### src/hdl/crcfa_pkg.sv
// Package for the CRC-8 frame append and check block.
// Holds the item type, the mode codes, the CRC constants and the byte update function.
// No dependencies.
package crcfa_pkg;

  localparam int CRC_W = 8;

  localparam logic [CRC_W-1:0] CRC_POLY_RESET  = 8'h91;
  localparam logic [CRC_W-1:0] EMPTY_FRAME_CRC = 8'hFF;

  typedef logic [1:0] mode_t;

  localparam mode_t MODE_PAYLOAD  = 2'd0;
  localparam mode_t MODE_CLOSE_TX = 2'd1;
  localparam mode_t MODE_CLOSE_RX = 2'd2;
  localparam mode_t MODE_UNUSED   = 2'd3;

  typedef struct packed {
    mode_t            mode;
    logic [CRC_W-1:0] data_byte;
  } item_t;

  // Reflected CRC-8 update of one byte, one round per bit.
  function automatic logic [CRC_W-1:0] crc8_update(input logic [CRC_W-1:0] crc,
                                                   input logic [CRC_W-1:0] data,
                                                   input logic [CRC_W-1:0] poly);
    logic [CRC_W-1:0] v;
    v = crc ^ data;
    for (int r = 0; r < CRC_W; r++) begin
      if (v[0]) begin
        v = v ^ poly;
      end
      v = v >> 1;
    end
    return v;
  endfunction

endpackage

### src/hdl/crcfa_in_stage.sv
// Input register stage of the CRC-8 frame block.
// Captures one item per cycle and holds it while the engine cannot take it.
// Depends on crcfa_pkg.
module crcfa_in_stage import crcfa_pkg::*; (
  input  logic  clk,
  input  logic  rst_n,
  input  logic  in_valid,
  output logic  in_stall,
  input  item_t in_item,
  input  logic  advance,
  output logic  s1_valid,
  output item_t s1_item
);

  logic  valid_r, valid_nxt;
  item_t item_r,  item_nxt;
  logic  load;

  // Take a new item when the stage is empty or its item moves on this cycle.
  assign in_stall = valid_r && !advance;
  assign load     = in_valid && !in_stall;

  always_comb begin
    valid_nxt = valid_r;
    item_nxt  = item_r;
    if (load) begin
      valid_nxt = 1'b1;
      item_nxt  = in_item;
    end else if (advance) begin
      valid_nxt = 1'b0;
    end
  end

  always_ff @(posedge clk) begin
    if (!rst_n) begin
      valid_r <= 1'b0;
    end else begin
      valid_r <= valid_nxt;
    end
    item_r <= item_nxt;
  end

  assign s1_valid = valid_r;
  assign s1_item  = item_r;

endmodule

### src/hdl/crcfa_engine.sv
// CRC engine and result register of the CRC-8 frame block.
// Keeps the running CRC and the frame flag, builds each result and registers it.
// Depends on crcfa_pkg.
module crcfa_engine import crcfa_pkg::*; (
  input  logic             clk,
  input  logic             rst_n,
  input  logic [CRC_W-1:0] poly,
  input  logic             s1_valid,
  input  item_t            s1_item,
  output logic             advance,
  output logic             out_valid,
  input  logic             out_stall,
  output logic [CRC_W-1:0] out_byte,
  output logic             out_is_checksum,
  output logic             out_mismatch,
  output logic             out_frame_end
);

  logic             has_r;
  logic [CRC_W-1:0] crc_val_r, crc_val_nxt;
  logic             has_nxt;
  logic             valid_r, valid_nxt;
  logic [CRC_W-1:0] byte_r, byte_nxt;
  logic             chk_r, chk_nxt;
  logic             mis_r, mis_nxt;
  logic             end_r, end_nxt;
  logic [CRC_W-1:0] close_crc;
  logic             step;

  assign advance   = !valid_r || !out_stall;
  assign step      = s1_valid && advance;
  assign close_crc = has_r ? crc_val_r : EMPTY_FRAME_CRC;

  always_comb begin
    crc_val_nxt = crc_val_r;
    has_nxt     = has_r;
    valid_nxt   = valid_r;
    byte_nxt    = byte_r;
    chk_nxt     = chk_r;
    mis_nxt     = mis_r;
    end_nxt     = end_r;
    if (advance) begin
      valid_nxt = 1'b0;
    end
    if (step) begin
      case (s1_item.mode) inside
        MODE_PAYLOAD: begin
          crc_val_nxt = crc8_update(crc_val_r, s1_item.data_byte, poly);
          has_nxt     = 1'b1;
          valid_nxt   = 1'b1;
          byte_nxt    = s1_item.data_byte;
          chk_nxt     = 1'b0;
          mis_nxt     = 1'b0;
          end_nxt     = 1'b0;
        end
        MODE_CLOSE_TX, MODE_CLOSE_RX: begin
          crc_val_nxt = '0;
          has_nxt     = 1'b0;
          valid_nxt   = 1'b1;
          byte_nxt    = close_crc;
          chk_nxt     = 1'b1;
          mis_nxt     = (s1_item.mode == MODE_CLOSE_RX) && (s1_item.data_byte != close_crc);
          end_nxt     = 1'b1;
        end
        default: begin
          // drop: no result, state untouched
        end
      endcase
    end
  end

  always_ff @(posedge clk) begin
    if (!rst_n) begin
      crc_val_r <= '0;
      has_r     <= 1'b0;
      valid_r   <= 1'b0;
    end else begin
      crc_val_r <= crc_val_nxt;
      has_r     <= has_nxt;
      valid_r   <= valid_nxt;
    end
    byte_r <= byte_nxt;
    chk_r  <= chk_nxt;
    mis_r  <= mis_nxt;
    end_r  <= end_nxt;
  end

  assign out_valid       = valid_r;
  assign out_byte        = byte_r;
  assign out_is_checksum = chk_r;
  assign out_mismatch    = mis_r;
  assign out_frame_end   = end_r;

  a_close_clears: assert property (@(posedge clk) disable iff (!rst_n)
    step && (s1_item.mode == MODE_CLOSE_TX || s1_item.mode == MODE_CLOSE_RX)
    |=> crc_val_r == '0 && !has_r)
    else $error("frame close did not clear the CRC state");

  a_payload_sets_flag: assert property (@(posedge clk) disable iff (!rst_n)
    step && s1_item.mode == MODE_PAYLOAD |=> has_r && valid_r && !end_r)
    else $error("payload byte did not mark the frame");

  a_mismatch_on_close: assert property (@(posedge clk) disable iff (!rst_n)
    valid_r && mis_r |-> chk_r && end_r)
    else $error("mismatch flagged on a result that is not a checksum");

  a_unused_drops: assert property (@(posedge clk) disable iff (!rst_n)
    step && s1_item.mode == MODE_UNUSED |=> !valid_r && $stable(crc_val_r))
    else $error("unused mode produced a result or changed the CRC");

endmodule

### src/hdl/crc8_frame_append_and_check.sv
// CRC-8 frame append and check: top level, polynomial register and stage wiring.
// Path: each item passes the input register, then the result register; a result-channel stall can hold it in between.
// Throughput: one item per cycle while out_stall is low; the byte update is one pass of XOR logic between
// the input register and the result register.
// Reset (rst_n low, synchronous): pipeline empty, running CRC 0, no frame bytes,
// polynomial 0x91. Items with the unused mode are accepted and dropped.
module crc8_frame_append_and_check import crcfa_pkg::*; (
  input  logic             clk,
  input  logic             rst_n,
  // configuration: the polynomial register
  input  logic             cfg_wr_en,
  input  logic [CRC_W-1:0] cfg_wr_data,
  // input channel
  input  logic             in_valid,
  output logic             in_stall,
  input  logic [1:0]       in_mode,
  input  logic [CRC_W-1:0] in_data_byte,
  // result channel
  output logic             out_valid,
  input  logic             out_stall,
  output logic [CRC_W-1:0] out_byte,
  output logic             out_is_checksum,
  output logic             out_mismatch,
  output logic             out_frame_end
);

  logic [CRC_W-1:0] poly_r, poly_nxt;
  item_t            in_item;
  item_t            s1_item;
  logic             s1_valid;
  logic             advance;

  // Hold the polynomial; writes must arrive only while the block is idle, which the block does not enforce.
  always_comb begin
    poly_nxt = poly_r;
    if (cfg_wr_en) begin
      poly_nxt = cfg_wr_data;
    end
  end

  always_ff @(posedge clk) begin
    if (!rst_n) begin
      poly_r <= CRC_POLY_RESET;
    end else begin
      poly_r <= poly_nxt;
    end
  end

  // Pack the input fields into one item.
  assign in_item.mode      = in_mode;
  assign in_item.data_byte = in_data_byte;

  // Stage one: register the incoming item; it stalls only when the result
  // register is full and the downstream side holds it.
  crcfa_in_stage u_in_stage (
    .clk      (clk),
    .rst_n    (rst_n),
    .in_valid (in_valid),
    .in_stall (in_stall),
    .in_item  (in_item),
    .advance  (advance),
    .s1_valid (s1_valid),
    .s1_item  (s1_item)
  );

  // Stage two: update or close the running CRC and register the result.
  crcfa_engine u_engine (
    .clk             (clk),
    .rst_n           (rst_n),
    .poly            (poly_r),
    .s1_valid        (s1_valid),
    .s1_item         (s1_item),
    .advance         (advance),
    .out_valid       (out_valid),
    .out_stall       (out_stall),
    .out_byte        (out_byte),
    .out_is_checksum (out_is_checksum),
    .out_mismatch    (out_mismatch),
    .out_frame_end   (out_frame_end)
  );

endmodule

### config.mk
export PLATFORM = sky130hd
export DESIGN_NAME = crc8_frame_append_and_check
export DESIGN_NICKNAME = d
export VERILOG_FILES = /design/src/hdl/crcfa_pkg.sv /design/src/hdl/crcfa_in_stage.sv /design/src/hdl/crcfa_engine.sv /design/src/hdl/crc8_frame_append_and_check.sv
export SDC_FILE = /design/constraint.sdc
export NUM_CORES = 1
export LEC_CHECK = 0
export ABC_AREA = 1
export BUFFER_PORTS_ARGS = -buffer_cell sky130_fd_sc_hd__buf_4
export CELL_PAD_IN_SITES_DETAIL_PLACEMENT = 0
export CELL_PAD_IN_SITES_GLOBAL_PLACEMENT = 1
export CORE_UTILIZATION = 45
export CTS_CLUSTER_DIAMETER = 60
export CTS_CLUSTER_SIZE = 14
export DETAILED_ROUTE_END_ITERATION = 8
export HOLD_SLACK_MARGIN = 0.02
export PLACE_DENSITY_LB_ADDON = 0.1
export SYNTH_ARGS = -nofsm -noshare
export SYNTH_HDL_FRONTEND = slang
export SYNTH_SLANG_ARGS = --single-unit
### constraint.sdc
create_clock -name clk -period 6.7 [get_ports clk]
set_input_delay 1.34 -clock clk [delete_from_list [all_inputs] [get_ports clk]]
set_output_delay 1.34 -clock clk [all_outputs]
set_load 0.005 [all_outputs]
== Yosys cells after proc, flatten, opt, wreduce, memory -nomap -nowiden ==
Cells that the tools add are included.

* Equality and inequality tests: 3
* Reduce and logical (&&, ||, !) cells: 14
* Order comparisons: 0
* Multipliers: 0
* Multiplexer cells: 37
* Divide/modulo/power cells: 0
* Bitwise gates (word level): 9
* Add/sub/neg operators: 0
* Shift-type cells: 0

{| class="wikitable"
|+ Operators with widths
! kind !! number
|-
| two-way mux 8 bit || 27
|-
| bitwise XOR 7 x 8 -> 8 bit || 7
|-
| bitwise XOR 8 bit || 2
|-
| two-way mux 1 bit || 10
|-
| != test 8 bit || 1
|-
| logical AND 1 bit || 4
|-
| logical NOT 1 bit || 4
|-
| nonzero test 2 bit || 2
|-
| == test 2 x 1 -> 1 bit (second input constant) || 1
|-
| == test 2 bit (second input constant) || 1
|-
| logical NOT 2 bit || 1
|-
| AND reduction 2 bit || 1
|-
| OR reduction 2 bit || 1
|-
| logical OR 1 bit || 1
|}

* Bits in latches: 0
* Input port bits: 23
* Memory bits (read-only): 0
* Register bits: 39
* Logic and storage cells: 73
* Memory bits (writable): 0
* Memories kept: 0
* Output and inout port bits: 13

== Logic depth before layout (Yosys ltp) ==
Gate-level depths: netlist (run 1).

* Depth after elaboration: 32
* Gate-level depth with buffers: 30
* Mapped depth without buffers: 29

== Cells and area by module ==
Synthesis (run 1) repeated with hierarchy kept, for this count alone.

* Cell total of the unflattened synthesis: 413
* Area total of the unflattened synthesis: 2,842.7 sq um

{| class="wikitable"
|+ Modules (own cells, without submodules)
! module !! area each (sq um) !! instances !! seq. area each (sq um) !! cells each
|-
| crcfa_engine || 2,180.8 || 1 || 480.5 || 350
|-
| crcfa_in_stage || 350.3 || 1 || 320.3 || 18
|-
| crc8_frame_append_and_check || 311.5 || 1 || 160.2 || 45
|}

== Worst setup path after synthesis (run 1) ==
No wires, ideal clock.

* Path kind: in2out
* Start point: input port out_stall
* End point: output port in_stall
* Arrival time: 1.533 ns
* Cell stages on the path: 2
* Data required time: 5.360 ns
* Setup slack: 3.827 ns
* Cells stage by stage: nand2_1 -> nor2_1

* Word-level cells in the longest chain between the ends: 4

{| class="wikitable"
|+ Ends and longest elaborated chain
! element !! RTL line !! text
|-
| start: declaration || crc8_frame_append_and_check.sv:20 || <nowiki>input logic out_stall,</nowiki>
|-
| logical NOT 1 bit || crcfa_engine.sv:30 || <nowiki>assign advance = !valid_r || !out_stall;</nowiki>
|-
| logical OR 1 bit || crcfa_engine.sv:30 ||
|-
| logical NOT 1 bit || crcfa_in_stage.sv:20 || <nowiki>assign in_stall = valid_r && !advance;</nowiki>
|-
| logical AND 1 bit || crcfa_in_stage.sv:20 ||
|-
| end: declaration || crc8_frame_append_and_check.sv:15 || <nowiki>output logic in_stall,</nowiki>
|}

Every way passes these cells.

== Final worst setup path (run 1) ==
* Start point: register poly_r[1]
* End point: register u_engine.crc_val_r[5]

* Word-level cells in the longest chain between the ends: 29
* Elaborated cells on any way between the ends: 31

{| class="wikitable"
|+ Ends and longest elaborated chain
! element !! RTL line !! text
|-
| start: declaration || crc8_frame_append_and_check.sv:27 || <nowiki>logic [CRC_W-1:0] poly_r, poly_nxt;</nowiki>
|-
| start signal: assignment || crc8_frame_append_and_check.sv:45 || <nowiki>poly_r <= poly_nxt;</nowiki>
|-
| bitwise XOR 8 bit || crcfa_pkg.sv:31 || <nowiki>v = v ^ poly;</nowiki>
|-
| two-way mux 8 bit || crcfa_pkg.sv:30 || <nowiki>if (v[0]) begin</nowiki>
|-
| two-way mux 8 bit || crcfa_engine.sv:46 || <nowiki>case (s1_item.mode) inside</nowiki>
|-
| two-way mux 8 bit || crcfa_engine.sv:45 || <nowiki>if (step) begin</nowiki>
|-
| two-way mux 8 bit || crcfa_pkg.sv:30 ||
|-
| two-way mux 8 bit || crcfa_engine.sv:46 ||
|-
| two-way mux 8 bit || crcfa_engine.sv:45 ||
|-
| bitwise XOR 7 x 8 -> 8 bit || crcfa_pkg.sv:31 ||
|-
| [... 13 more ...] || n/a ||
|-
| two-way mux 8 bit || crcfa_engine.sv:46 ||
|-
| two-way mux 8 bit || crcfa_engine.sv:45 ||
|-
| two-way mux 8 bit (*) || crcfa_pkg.sv:30 ||
|-
| two-way mux 8 bit (*) || crcfa_engine.sv:46 ||
|-
| two-way mux 8 bit (*) || crcfa_engine.sv:45 ||
|-
| bitwise XOR 7 x 8 -> 8 bit / two-way mux 8 bit (equally long branches) || crcfa_pkg.sv:31, crcfa_engine.sv:45 ||
|-
| two-way mux 8 bit (*) || crcfa_pkg.sv:30 ||
|-
| two-way mux 8 bit (*) || crcfa_engine.sv:46 ||
|-
| end signal: assignment || crcfa_engine.sv:78 || <nowiki>crc_val_r <= crc_val_nxt;</nowiki>
|-
| end: declaration || crcfa_engine.sv:20 || <nowiki>logic [CRC_W-1:0] crc_val_r, crc_val_nxt;</nowiki>
|}

Every way passes the cells marked *; elsewhere a longest branch is shown, timed or not. The select of a mux whose other input is x is not followed.
A chain may end at the register's enable or synchronous reset.

==> results of run 1 <==
cells in the final DEF, fill, tap and decap left out, drive strengths merged, types with 2 or more instances in the layout:
cell type	instances
a21oi	17
edfxtp	20
nand4	2
nand2	137
xor2	13
buf	34
clkinv	2
o21ai	20
xnor2	15
clkbuf	5
dfxtp	17
nand3	49
ha	3
nor2	31
inv	52
worst max path at each step:
stage                     startpoint               endpoint  slack (ns)  cells after the start
after global routing       poly_r[1]  u_engine.crc_val_r[5]        2.58                     22
after detailed placement   poly_r[1]  u_engine.crc_val_r[5]        2.90                     22
after floorplan            out_stall               in_stall        3.83                      2
after global placement     poly_r[1]  u_engine.crc_val_r[5]        2.98                     22
final                      poly_r[1]  u_engine.crc_val_r[5]        2.93                     22
after CTS                  poly_r[1]  u_engine.crc_val_r[5]        2.89                     22
where the power goes:
group | leakage, nW | switching (mW) | total [mW] | internal [mW]
Combinational | 1.11 | 0.193 | 0.306 | 0.113
Sequential | 0.324 | 0.0187 | 0.271 | 0.252
Clock | 0.0543 | 0.0880 | 0.199 | 0.111
worst reg2reg max path: stages, from the launching register on:
cell,delay [ns]
sky130_fd_sc_hd__dfxtp_1,0.83
sky130_fd_sc_hd__nand3_1,0.20
sky130_fd_sc_hd__nand2_2,0.18
sky130_fd_sc_hd__nand3_2,0.12
sky130_fd_sc_hd__nand2_2,0.13
sky130_fd_sc_hd__inv_2,0.05
sky130_fd_sc_hd__nor2_4,0.16
sky130_fd_sc_hd__nand3_2,0.10
sky130_fd_sc_hd__nand2_2,0.23
sky130_fd_sc_hd__nand2_1,0.10
sky130_fd_sc_hd__nand2_2,0.16
sky130_fd_sc_hd__nand2_8,0.09
sky130_fd_sc_hd__nand2_2,0.07
sky130_fd_sc_hd__nand2_2,0.09
sky130_fd_sc_hd__nand2_4,0.15
sky130_fd_sc_hd__nand2_2,0.08
sky130_fd_sc_hd__nand2_4,0.12
sky130_fd_sc_hd__nand3_2,0.08
sky130_fd_sc_hd__nand2_1,0.13
sky130_fd_sc_hd__nand2_2,0.17
sky130_fd_sc_hd__or2_2,0.32
sky130_fd_sc_hd__nand3_1,0.07
sky130_fd_sc_hd__a21oi_1,0.06
cell families (layout without fill, tap and decap cells):
logic type      count (synthesis)  after routing  synth area share, %
compound gates                 44             44                 8.84
xor+xnor                       28             28                 9.16
fa+ha+maj                       3              3                 1.36
buf+inv                        65             95                 9.89
flops                          37             37                 34.1
simple gates                  220            220                 36.6
layer usage:
layer	track usage, %	up-vias	part of all wire, %
met5	0	-	0
met1	30.3	1178	48
met2	34.2	42	46
met4	5.89	0	1.1
li1	-	1313	-
met3	3.86	7	4.3
per-stage QoR:
step | cell area (um^2) | total power [mW] | worst slack [ns]
global route | 3150 | 0.835 | 2.58
finish | 3150 | 0.776 | 2.93
floorplan | 2760 | 0.528 | 3.83
CTS | 3150 | 0.780 | 2.89
global placement | 3030 | 0.576 | 2.98
detailed placement | 3030 | 0.582 | 2.90
sequential cells by signal (all words and copies together) (netlist names):
signal                    cells
u_engine.out_is_checksum      1
u_engine.out_byte             8
u_engine.has_r                1
u_in_stage.s1_valid           1
u_in_stage.s1_item           10
u_engine.out_mismatch         1
u_engine.crc_val_r            7
poly_r                        7
u_engine.out_valid            1
layout make-up:
class | count | area share, %
multi-input combinational | 295 | 49.1
sequential | 37 | 29.9
timing repair buffer | 34 | 8.10
inverter | 53 | 6.32
tap | 75 | 2.98
clock buffer | 5 | 2.19
clock inverter | 3 | 1.47
==> impl_metrics.tcl, run 1 <==
set metrics [dict create \
    worst_ep_arrival_time_ns 3.95 \
    drt-vias-per-instance 5.06 \
    last_weighted_congestion_value_of_the_routability_driven_placer 0.831 \
    postRouteWirelength_um 6440 \
    initial_antenna_violation_count 0 \
    number_of_enable_flip_flop_cells_after_synthesis 20 \
    grt_start_max_net_pins 16 \
    worstReg2RegStart "poly_r[1]" \
    final_hpwl_dp_um 4960 \
    max_cap_violations 0 \
    hold_start "u_engine.crc_val_r[6]" \
    grt_overflow 0 \
    placed_cells 494 \
    rr_endpoint "u_engine.crc_val_r[5]" \
    number_of_global_route_vias_before_repair 2267 \
    n_fill_cell 610 \
    layout-drive-gt1-share_pct 16.9 \
    postCtsSetupRepairBufs 0 \
    groute.usage.overall_pct 21.7 \
    synth_top_cells_by_count "sky130_fd_sc_hd__nand2_1 (122), sky130_fd_sc_hd__inv_1 (50), sky130_fd_sc_hd__nand3_1 (41)" \
    most_used_flip_flop_cell_after_synthesis "sky130_fd_sc_hd__edfxtp_1" \
    timing.critical_path.slowest_stage_cell "sky130_fd_sc_hd__dfxtp_1" \
    cts_repair_resize_count 0 \
    slew_headroom_pct 32.8 \
    nNetsFinal 452 \
    slack_of_the_worst_reg_to_reg_path_ns 2.93 \
    yosys.cell_types.count 35 \
    p_leak_nw 1.48 \
    start_kind "register" \
    clock_sink_count 37 \
    outcome "complete, no violations" \
    path_max_fanout 15 \
    die_height_um 80.3 \
    worst_slew_pin_slew_ns 1.00 \
    timing_hold_violations_final 0 \
    worst_hold_path.endpoint "u_engine.crc_val_r[6]" \
    setup.worst_path.class "register to register" \
    synth.cell_area_um2 2760 \
    design.core.area_um2 5920 \
    setup.worst_path.end_class "register" \
    timing.hold.worst_path_depth 2 \
    synthesis.instances 397 \
    initial_core_util_pct 46.6 \
    worst_clock_skew_ns 0.00664 \
    num_io_pins 36 \
    finalCriticalPeriod_ns 3.77 \
    placement_rows 28 \
    postCtsHoldBufs 0 \
    grt_pass1_wl_um 10500 \
    detail_route.wl_per_cell_um 12.8 \
    cts.htree.levels 2 \
    diodes 0 \
    layout.cells.non_filler 502 \
    clock_insertion_delay_worst_skew_ns 0.30 \
    synth.area.top_cells "sky130_fd_sc_hd__edfxtp_1 (22%), sky130_fd_sc_hd__nand2_1 (17%), sky130_fd_sc_hd__dfxtp_1 (12%)" \
    syn2layout_area_growth_pct 14.1 \
    finalCoreUtilization_pct 53.2 \
    finalHoldWorstSlack_ns 0.495 \
    post_route_setup_tns_ns 0 \
    cp_top_family "simple AND/OR/NAND/NOR gates" \
    synth_top_area_share_pct 21.8 \
    final-max-slew-violation-count 0 \
    storage_element_area_um2 941 \
    routed-via-count 2540 \
    cts_made_buffers 5 \
    critical_path_buf_inv_count 1 \
    ys_ff_latch 37 \
    slowest_delay_ns 0.83 \
    ant_nets 0 \
    synth-async-reset-ratio_pct 0 \
    rsz0062_at_grt "no" \
    crit_chain "nand3_1 -> nand2_2 -> nand3_2 -> nand2_2 -> inv_2 -> nor2_4 -> nand3_2 -> nand2_2 -> nand2_1 -> nand2_2 -> nand2_8 -> nand2_2 -> nand2_2 -> nand2_4 -> nand2_2 -> nand2_4 -> nand3_2 -> nand2_1 -> nand2_2 -> or2_2 -> nand3_1 -> a21oi_1" \
    max_clk_rate_ghz 0.265 \
    io_buffers 34 \
    post_synthesis_net_count 423 \
    synthesis.yosys.warnings 0 \
    synth_top_area_cell "sky130_fd_sc_hd__edfxtp_1" \
    ir_worst_vdd_mv 0.114 \
    crit_top_cell "sky130_fd_sc_hd__nand2_2" \
    drtIter0Drc 99 \
    finalCritPeriodShare_pct 56.2 \
    fp.dieW_um 80.3 \
    die-area_um2 6450 \
    clock_root_buffer "sky130_fd_sc_hd__clkbuf_8" \
    worst_setup_hold_path_clk_slew_ns 0.08 \
    r2r_cells 22 \
    share_of_synthesized_area_occupied_by_flip_flops_and_latches_pct 34.1 \
    synth_most_common_cell "sky130_fd_sc_hd__nand2_1" \
    critPathRequiredTime_ns 6.88 \
    tritoncts "done" \
    multi_input_area_um2 1550 \
    setup_viol_count_final 0 \
    min-delay-path-class "register to register" \
    power_density_nw_per_um2 246 \
    detail_route.drc_violations 0 \
    synth.avg_cell_area_um2 6.95 \
    drtPass1Iterations 4 \
    cts-root-to-sink-buffers 2 \
]
Power figures use the tool's default switching activity.
==> inputs of run 2 (changes only) <==
--- a/config.mk
+++ b/config.mk
@@ -9,7 +9,7 @@
 export BUFFER_PORTS_ARGS = -buffer_cell sky130_fd_sc_hd__buf_4
 export CELL_PAD_IN_SITES_DETAIL_PLACEMENT = 0
 export CELL_PAD_IN_SITES_GLOBAL_PLACEMENT = 1
-export CORE_UTILIZATION = 45
+export CORE_UTILIZATION = 38
 export CTS_CLUSTER_DIAMETER = 60
 export CTS_CLUSTER_SIZE = 14
 export DETAILED_ROUTE_END_ITERATION = 8
==> constraint.sdc (replaced) <==
create_clock -name clk -period 3.3 [get_ports clk]
set_input_delay 0.66 -clock clk [delete_from_list [all_inputs] [get_ports clk]]
set_output_delay 0.66 -clock clk [all_outputs]
set_load 0.005 [all_outputs]
==> run 2 against run 1 <==
Against the previous run:
- sequential power grew 96%
- non-clock buffer count grew 28
- via count grew 3.4%
- sequential share of layout area shrank 3.1 points
- fmax grew 21%
- power grew 110%
- first-iteration DRC count grew 9.1%
- flip-flop and latch count is the same
- combinational power grew to 2.5 times the previous value
- critical path depth grew 3
- worst hold slack lost 0.0064 ns
- die area grew 18%
==> impl_metrics.tcl, run 2 (same netlist as run 1, synthesis figures left out) <==
set metrics [dict create \
    detail_route.wl_per_cell_um 12.7 \
    crit_start "u_in_stage.s1_item[0]" \
    initial_core_util_pct 39.9 \
    n_fill_cell 722 \
    worstReg2RegStart "u_in_stage.s1_item[0]" \
    clock_insertion_delay_worst_skew_ns 0.29 \
    worst_setup_hold_path_clk_slew_ns 0.07 \
    grt_start_max_net_pins 14 \
    setup_viol_count_final 0 \
    last_weighted_congestion_value_of_the_routability_driven_placer 0.770 \
    die-area_um2 7600 \
    grt_pass1_wl_um 11100 \
    placed_cells 526 \
    fp.dieW_um 87.2 \
    num_io_pins 36 \
    hold_start "u_engine.crc_val_r[3]" \
    use_met2_pct 31.3 \
    initial_antenna_violation_count 0 \
    drtIter0Drc 108 \
    power_density_nw_per_um2 464 \
    drt-vias-per-instance 4.75 \
    groute.layer.met1.usage_pct 26.1 \
    drtPass1Iterations 4 \
    storage_element_area_um2 941 \
    slowest_delay_ns 0.51 \
    crit_top_cell "sky130_fd_sc_hd__nand2_2" \
    worst_ep_arrival_time_ns 3.28 \
    critPathRequiredTime_ns 3.47 \
    path_max_fanout 6 \
    diodes 0 \
    routed-via-count 2626 \
    timing_hold_violations_final 0 \
    internal_power_mw 0.995 \
    tritoncts "done" \
    worst_slew_pin_slew_ns 0.524 \
    comb_power_share_pct 47.4 \
    met3_resource_use_gr_pct 2.94 \
    io_buffers 34 \
    finalHoldWorstSlack_ns 0.489 \
    power_frac_clock_pct 20.0 \
    flip_flop_count_of_the_largest_register_after_layout 10 \
    seqPwrFrac_pct 32.6 \
    ant_nets 0 \
    timing.critical_path.slowest_stage_cell "sky130_fd_sc_hd__edfxtp_1" \
    power.switching_mw 0.637 \
    max_clk_rate_ghz 0.321 \
    worst_clock_skew_ns 0.00723 \
    cts-root-to-sink-buffers 2 \
    layout.cells.most_common "sky130_fd_sc_hd__nand2_1" \
    cts_made_buffers 5 \
    setup.worst_path.end_class "register" \
    setup.worst_path.class "register to register" \
    cp_top_family "simple AND/OR/NAND/NOR gates" \
    slew_headroom_pct 64.9 \
    final_hpwl_dp_um 5130 \
    critical_path_buf_inv_count 4 \
    max_cap_violations 0 \
    most_frequent_cells_in_the_layout "sky130_fd_sc_hd__nand2_1 (110), sky130_fd_sc_hd__buf_4 (60), sky130_fd_sc_hd__inv_1 (50)" \
    start_kind "register" \
    groute.usage.overall_pct 19.0 \
    power.switching_fraction_pct 39.0 \
    layout.cells.non_filler 553 \
    grt_busiest_layer "met2" \
    nNetsFinal 482 \
    syn2layout_area_growth_pct 27.4 \
    finalCritPeriodShare_pct 94.4 \
    clock_sink_count 37 \
    postRouteWirelength_um 7000 \
    grt_overflow 0 \
    clock_root_buffer "sky130_fd_sc_hd__clkbuf_8" \
    min-delay-path-class "register to register" \
    placement_rows 30 \
    number_of_global_route_vias_before_repair 2366 \
    die_height_um 87.2 \
    rsz0062_at_grt "yes" \
    ir_worst_vdd_mv 0.187 \
    finalCriticalPeriod_ns 3.12 \
    layout-drive-gt1-share_pct 27.4 \
    detail_route.drc_violations 0 \
    outcome "complete, no violations" \
    final-max-slew-violation-count 0 \
    cts.htree.levels 2 \
    p_leak_nw 1.65 \
    design.core.area_um2 6910 \
    multi_input_area_um2 1700 \
]
==> run 2: changes by cell type in the layout (fill, tap and decap cells not counted), moves of 5 or more <==
cell                      change
sky130_fd_sc_hd__nand2_1     -12
sky130_fd_sc_hd__buf_4       +26
sky130_fd_sc_hd__nor2_1       -7
sky130_fd_sc_hd__nand2_4      +6
sky130_fd_sc_hd__nor2_2       +5
sky130_fd_sc_hd__nand2_2      +8
==> run 2: area by class of cell <==
class,instances,share of cell area [%]
multi-input cells,297,48.3
flip-flops and latches,37,26.8
repair buffers,62,13.3
inverters,53,5.66
well taps,96,3.42
clock buffers,8,2.56
==> run 2: power groups by stage <==
stage	sequential, mW	combinational, mW	clock (mW)
after global placement	0.541	0.646	0
final	0.532	0.773	0.327
after CTS	0.531	0.659	0.341
after global routing	0.535	0.866	0.356
after floorplan	0.536	0.536	0
after detailed placement	0.542	0.653	0
==> run 2: final timing paths <==
check / end / slack [ns] / cells past startpoint
worst max-delay path: u_engine.crc_val_r[5] / 0.18 / 25
worst min-delay path: u_engine.crc_val_r[3] / 0.49 / 2
worst max register to register: u_engine.crc_val_r[5] / 0.18 / 25
worst min register to register: u_engine.crc_val_r[3] / 0.49 / 2
==> run 2: what timing repair did <==
action                     in CTS  in global routing
buffers inserted                0                 17
pin swaps                       0                 20
gates cloned                    0                  2
setup endpoints to repair       1                  7
resized for setup               1                 36
hold buffers                    0                  0
==> run 2: layer usage <==
metal	vias to the layer above	part of all wire, %
li1	1376	-
met1	1191	49
met2	53	47
met3	6	3.9
met4	0	0.53
met5	-	0
==> run 2: per-stage QoR <==
step | power, mW | area [um^2] | setup slack [ns] | TNS (ns) | utilization [%]
floorplan | 1.07 | 2760 | 0.552 | 0 | -
global placement | 1.19 | 3140 | 0.0763 | 0 | 45.5
detailed placement | 1.19 | 3140 | 0.00714 | 0 | 45.5
CTS | 1.53 | 3240 | 0.0276 | 0 | 46.9
global route | 1.76 | 3520 | -0.0641 | -0.275 | 50.9
finish | 1.63 | 3520 | 0.184 | 0 | 50.9
==> run 2: worst register-to-register path: cells and delay by family, from the launching register on <==
family                 cells  cell delay, ns
AOI/OAI and AO/OA          1            0.06
buffers and inverters      4            0.26
DFF                        1            0.51
and+or+nand+nor           20            2.16
==> inputs of run 3 (changes only) <==
--- a/config.mk
+++ b/config.mk
@@ -5,11 +5,10 @@
 export SDC_FILE = /design/constraint.sdc
 export NUM_CORES = 1
 export LEC_CHECK = 0
-export ABC_AREA = 1
 export BUFFER_PORTS_ARGS = -buffer_cell sky130_fd_sc_hd__buf_4
 export CELL_PAD_IN_SITES_DETAIL_PLACEMENT = 0
 export CELL_PAD_IN_SITES_GLOBAL_PLACEMENT = 1
-export CORE_UTILIZATION = 38
+export CORE_UTILIZATION = 40
 export CTS_CLUSTER_DIAMETER = 60
 export CTS_CLUSTER_SIZE = 14
 export DETAILED_ROUTE_END_ITERATION = 8
==> run 3 against run 2 <==
Against the previous run:
- the flow now finishes with violations (negative setup slack)
- design area up 18%
- via count is 1.4% higher
- power up 16%
- sequential power hardly changed
- worst hold slack improved by 0.012 ns
- synthesized cell count down 23%
- sequential share of layout area decreased by 4.1 points
- clock power fell by 9.5%
- die area decreased by 2.4%
- area after synthesis is 2.6% higher
- critical path type unchanged
==> impl_metrics.tcl, run 3 <==
set metrics [dict create \
    outcome "finished, violations left" \
    failing_checks "negative setup slack" \
    cts-root-to-sink-buffers 2 \
    final-max-slew-violation-count 0 \
    critPathRequiredTime_ns 3.52 \
    power.switching_mw 0.653 \
    layout.cells.most_common "sky130_fd_sc_hd__buf_4" \
    ant_nets 0 \
    die_height_um 86.1 \
    rsz0062_at_grt "yes" \
    last_weighted_congestion_value_of_the_routability_driven_placer 0.838 \
    finalCritPeriodShare_pct 109 \
    nNetsFinal 434 \
    n_fill_cell 619 \
    syn2layout_area_growth_pct 46.5 \
    synthesis.instances 306 \
    clock_root_buffer "sky130_fd_sc_hd__clkbuf_8" \
    drt-vias-per-instance 5.28 \
    clock_insertion_delay_worst_skew_ns 0.29 \
    worst_clock_skew_ns 0.00265 \
    synth.area.top_cells "sky130_fd_sc_hd__edfxtp_1 (21%), sky130_fd_sc_hd__dfxtp_1 (12%), sky130_fd_sc_hd__xnor2_1 (7.4%)" \
    num_io_pins 36 \
    initial_core_util_pct 41.4 \
    detail_route.wl_per_cell_um 16.0 \
    finalCriticalPeriod_ns 3.60 \
    final_setup_margin_ns -0.301 \
    drtIter0Drc 94 \
    layout-drive-gt1-share_pct 42.9 \
    power_frac_clock_pct 15.6 \
    power.switching_fraction_pct 34.4 \
    post_synthesis_net_count 332 \
    grt_overflow 0 \
    max_cap_violations 0 \
    synthesis.yosys.warnings 0 \
    max_clk_rate_ghz 0.278 \
    internal_power_mw 1.25 \
    most_frequent_cells_in_the_layout "sky130_fd_sc_hd__buf_4 (100), sky130_fd_sc_hd__nand2_1 (40), sky130_fd_sc_hd__edfxtp_1 (20)" \
    detail_route.drc_violations 0 \
    number_of_global_route_vias_before_repair 2547 \
    p_leak_nw 1.74 \
    worst_ep_arrival_time_ns 3.82 \
    layout.cells.non_filler 504 \
    storage_element_area_um2 941 \
    routed-via-count 2662 \
    dp_slack_ns -0.455 \
    tritoncts "done" \
    most_used_flip_flop_cell_after_synthesis "sky130_fd_sc_hd__edfxtp_1" \
    power_density_nw_per_um2 458 \
    number_of_enable_flip_flop_cells_after_synthesis 20 \
    diodes 0 \
    groute.usage.overall_pct 22.8 \
    path_max_fanout 6 \
    setup.worst_path.end_class "register" \
    finalCoreUtilization_pct 60.7 \
    initial_antenna_violation_count 0 \
    start_kind "register" \
    drtPass1Iterations 4 \
    synth_most_common_cell "sky130_fd_sc_hd__nand2_1" \
    grt_pass1_wl_um 12900 \
    io_buffers 34 \
    setup_viol_count_final 7 \
    synth_top_area_cell "sky130_fd_sc_hd__edfxtp_1" \
    postRouteWirelength_um 8090 \
    flip_flop_count_of_the_largest_register_after_layout 10 \
    die-area_um2 7420 \
    design.core.area_um2 6830 \
    cts_made_buffers 5 \
    worst_setup_hold_path_clk_slew_ns 0.07 \
    ir_worst_vdd_mv 0.283 \
    ys_ff_latch 37 \
    worst_slew_pin_slew_ns 0.916 \
    synth.cell_area_um2 2830 \
    yosys.cell_types.count 62 \
    cts.htree.levels 2 \
    synth-async-reset-ratio_pct 0 \
    final_hpwl_dp_um 5980 \
    placed_cells 478 \
    slew_headroom_pct 38.8 \
    synth_top_cells_by_count "sky130_fd_sc_hd__nand2_1 (43), sky130_fd_sc_hd__xnor2_1 (24), sky130_fd_sc_hd__edfxtp_1 (20)" \
    clock_sink_count 37 \
    placement_rows 30 \
    finalHoldWorstSlack_ns 0.501 \
    timing_hold_violations_final 0 \
    multi_input_area_um2 2060 \
    fp.dieW_um 86.1 \
    synth.avg_cell_area_um2 9.25 \
    comb_power_share_pct 56.4 \
    seqPwrFrac_pct 28.0 \
    min-delay-path-class "register to register" \
    setup.worst_path.class "register to register" \
    grt_start_max_net_pins 14 \
    share_of_synthesized_area_occupied_by_flip_flops_and_latches_pct 33.2 \
    synth_top_area_share_pct 21.2 \
]
==> run 3: changes by cell type after synthesis, sizes merged, moves of 7 or more <==
cell / before / now
clkbuf: 5 / 12
inv: 52 / 9
mux2i: 0 / 11
nand2: 137 / 43
nand3: 49 / 11
nor2: 31 / 10
nor2b: 0 / 8
xnor2: 15 / 25
xnor3: 0 / 7
==> run 3: cell type report <==
class,count,share of cell area (%)
clock inverter,2,0.271
clock buffer,5,1.66
inverter,10,0.905
sequential,37,22.7
tap,96,2.90
timing repair buffer,114,21.9
multi-input combinational,240,49.7
==> run 3: critical path, cell delays in order (launching register included) <==
cell and delay, ns:
sky130_fd_sc_hd__edfxtp_1 0.45, sky130_fd_sc_hd__buf_6 0.16, sky130_fd_sc_hd__xnor2_4 0.14, sky130_fd_sc_hd__buf_6 0.16
sky130_fd_sc_hd__buf_6 0.12, sky130_fd_sc_hd__o21ai_4 0.20, sky130_fd_sc_hd__nand2_2 0.08, sky130_fd_sc_hd__o211a_1 0.21
sky130_fd_sc_hd__a311oi_2 0.29, sky130_fd_sc_hd__xnor3_2 0.33, sky130_fd_sc_hd__buf_6 0.14, sky130_fd_sc_hd__xor2_1 0.16
sky130_fd_sc_hd__o211ai_1 0.29, sky130_fd_sc_hd__and4_4 0.32, sky130_fd_sc_hd__buf_6 0.10, sky130_fd_sc_hd__o21ai_2 0.05
sky130_fd_sc_hd__xor3_1 0.18, sky130_fd_sc_hd__o21ai_1 0.13
==> run 3: final timing paths <==
| check | cells after the start | startpoint | slack (ns) | end |
|---|---|---|---|---|
| max | 17 | u_in_stage.s1_item[0] | -0.30 | u_engine.crc_val_r[4] |
| min | 2 | u_engine.crc_val_r[6] | 0.50 | u_engine.crc_val_r[6] |
| min reg2reg | 2 | u_engine.crc_val_r[6] | 0.50 | u_engine.crc_val_r[6] |
| max reg2reg | 17 | u_in_stage.s1_item[0] | -0.30 | u_engine.crc_val_r[4] |
==> run 3: cells by family (layout without fill, tap and decap cells) <==
group | Yosys count | after routing | synth area share, %
xor gates and xnor gates | 49 | 49 | 20.2
and+or+nand+nor | 105 | 105 | 18.7
DFF | 37 | 37 | 33.2
buffers and inverters | 29 | 131 | 4.46
AOI/OAI and AO/OA | 71 | 71 | 17.8
adders and majority gates | 3 | 3 | 1.33
muxes | 12 | 12 | 4.29
==> run 3: routing by layer <==
| metal | vias to the layer above | wire (um) | track usage, % | share of wire, % |
|---|---|---|---|---|
| li1 | 1293 | - | - | - |
| met1 | 1293 | 3800 | 31.9 | 47 |
| met2 | 63 | 3810 | 36.1 | 47 |
| met3 | 13 | 343 | 5.10 | 4.2 |
| met4 | 0 | 123 | 4.55 | 1.5 |
| met5 | - | 0 | 0 | 0 |
==> run 3: power by group through the flow <==
stage	registers (mW)	clock network, mW	logic (mW)
6_report	0.531	0.296	1.07
5_1_grt	0.534	0.321	1.14
4_1_cts	0.531	0.302	1.01
3_5_place_dp	0.541	0	0.833
3_3_place_gp	0.541	0	0.826
2_1_floorplan	0.536	0	0.547
==> run 3: stage by stage <==
step	TNS [ns]	instance area, um^2	total power, mW
global placement	-2.51	3620	1.37
detailed placement	-2.76	3620	1.37
global route	-2.95	4150	2.00
floorplan	-0.430	2880	1.08
finish	-1.82	4150	1.90
CTS	-1.67	4040	1.84
==> run 3: repair_timing <==
action | CTS | global route
endpoints found under the setup margin | 7 | 7
buffers inserted | 16 | 4
pin swaps | 31 | 10
resized for setup | 42 | 17
hold buffers | 0 | 0
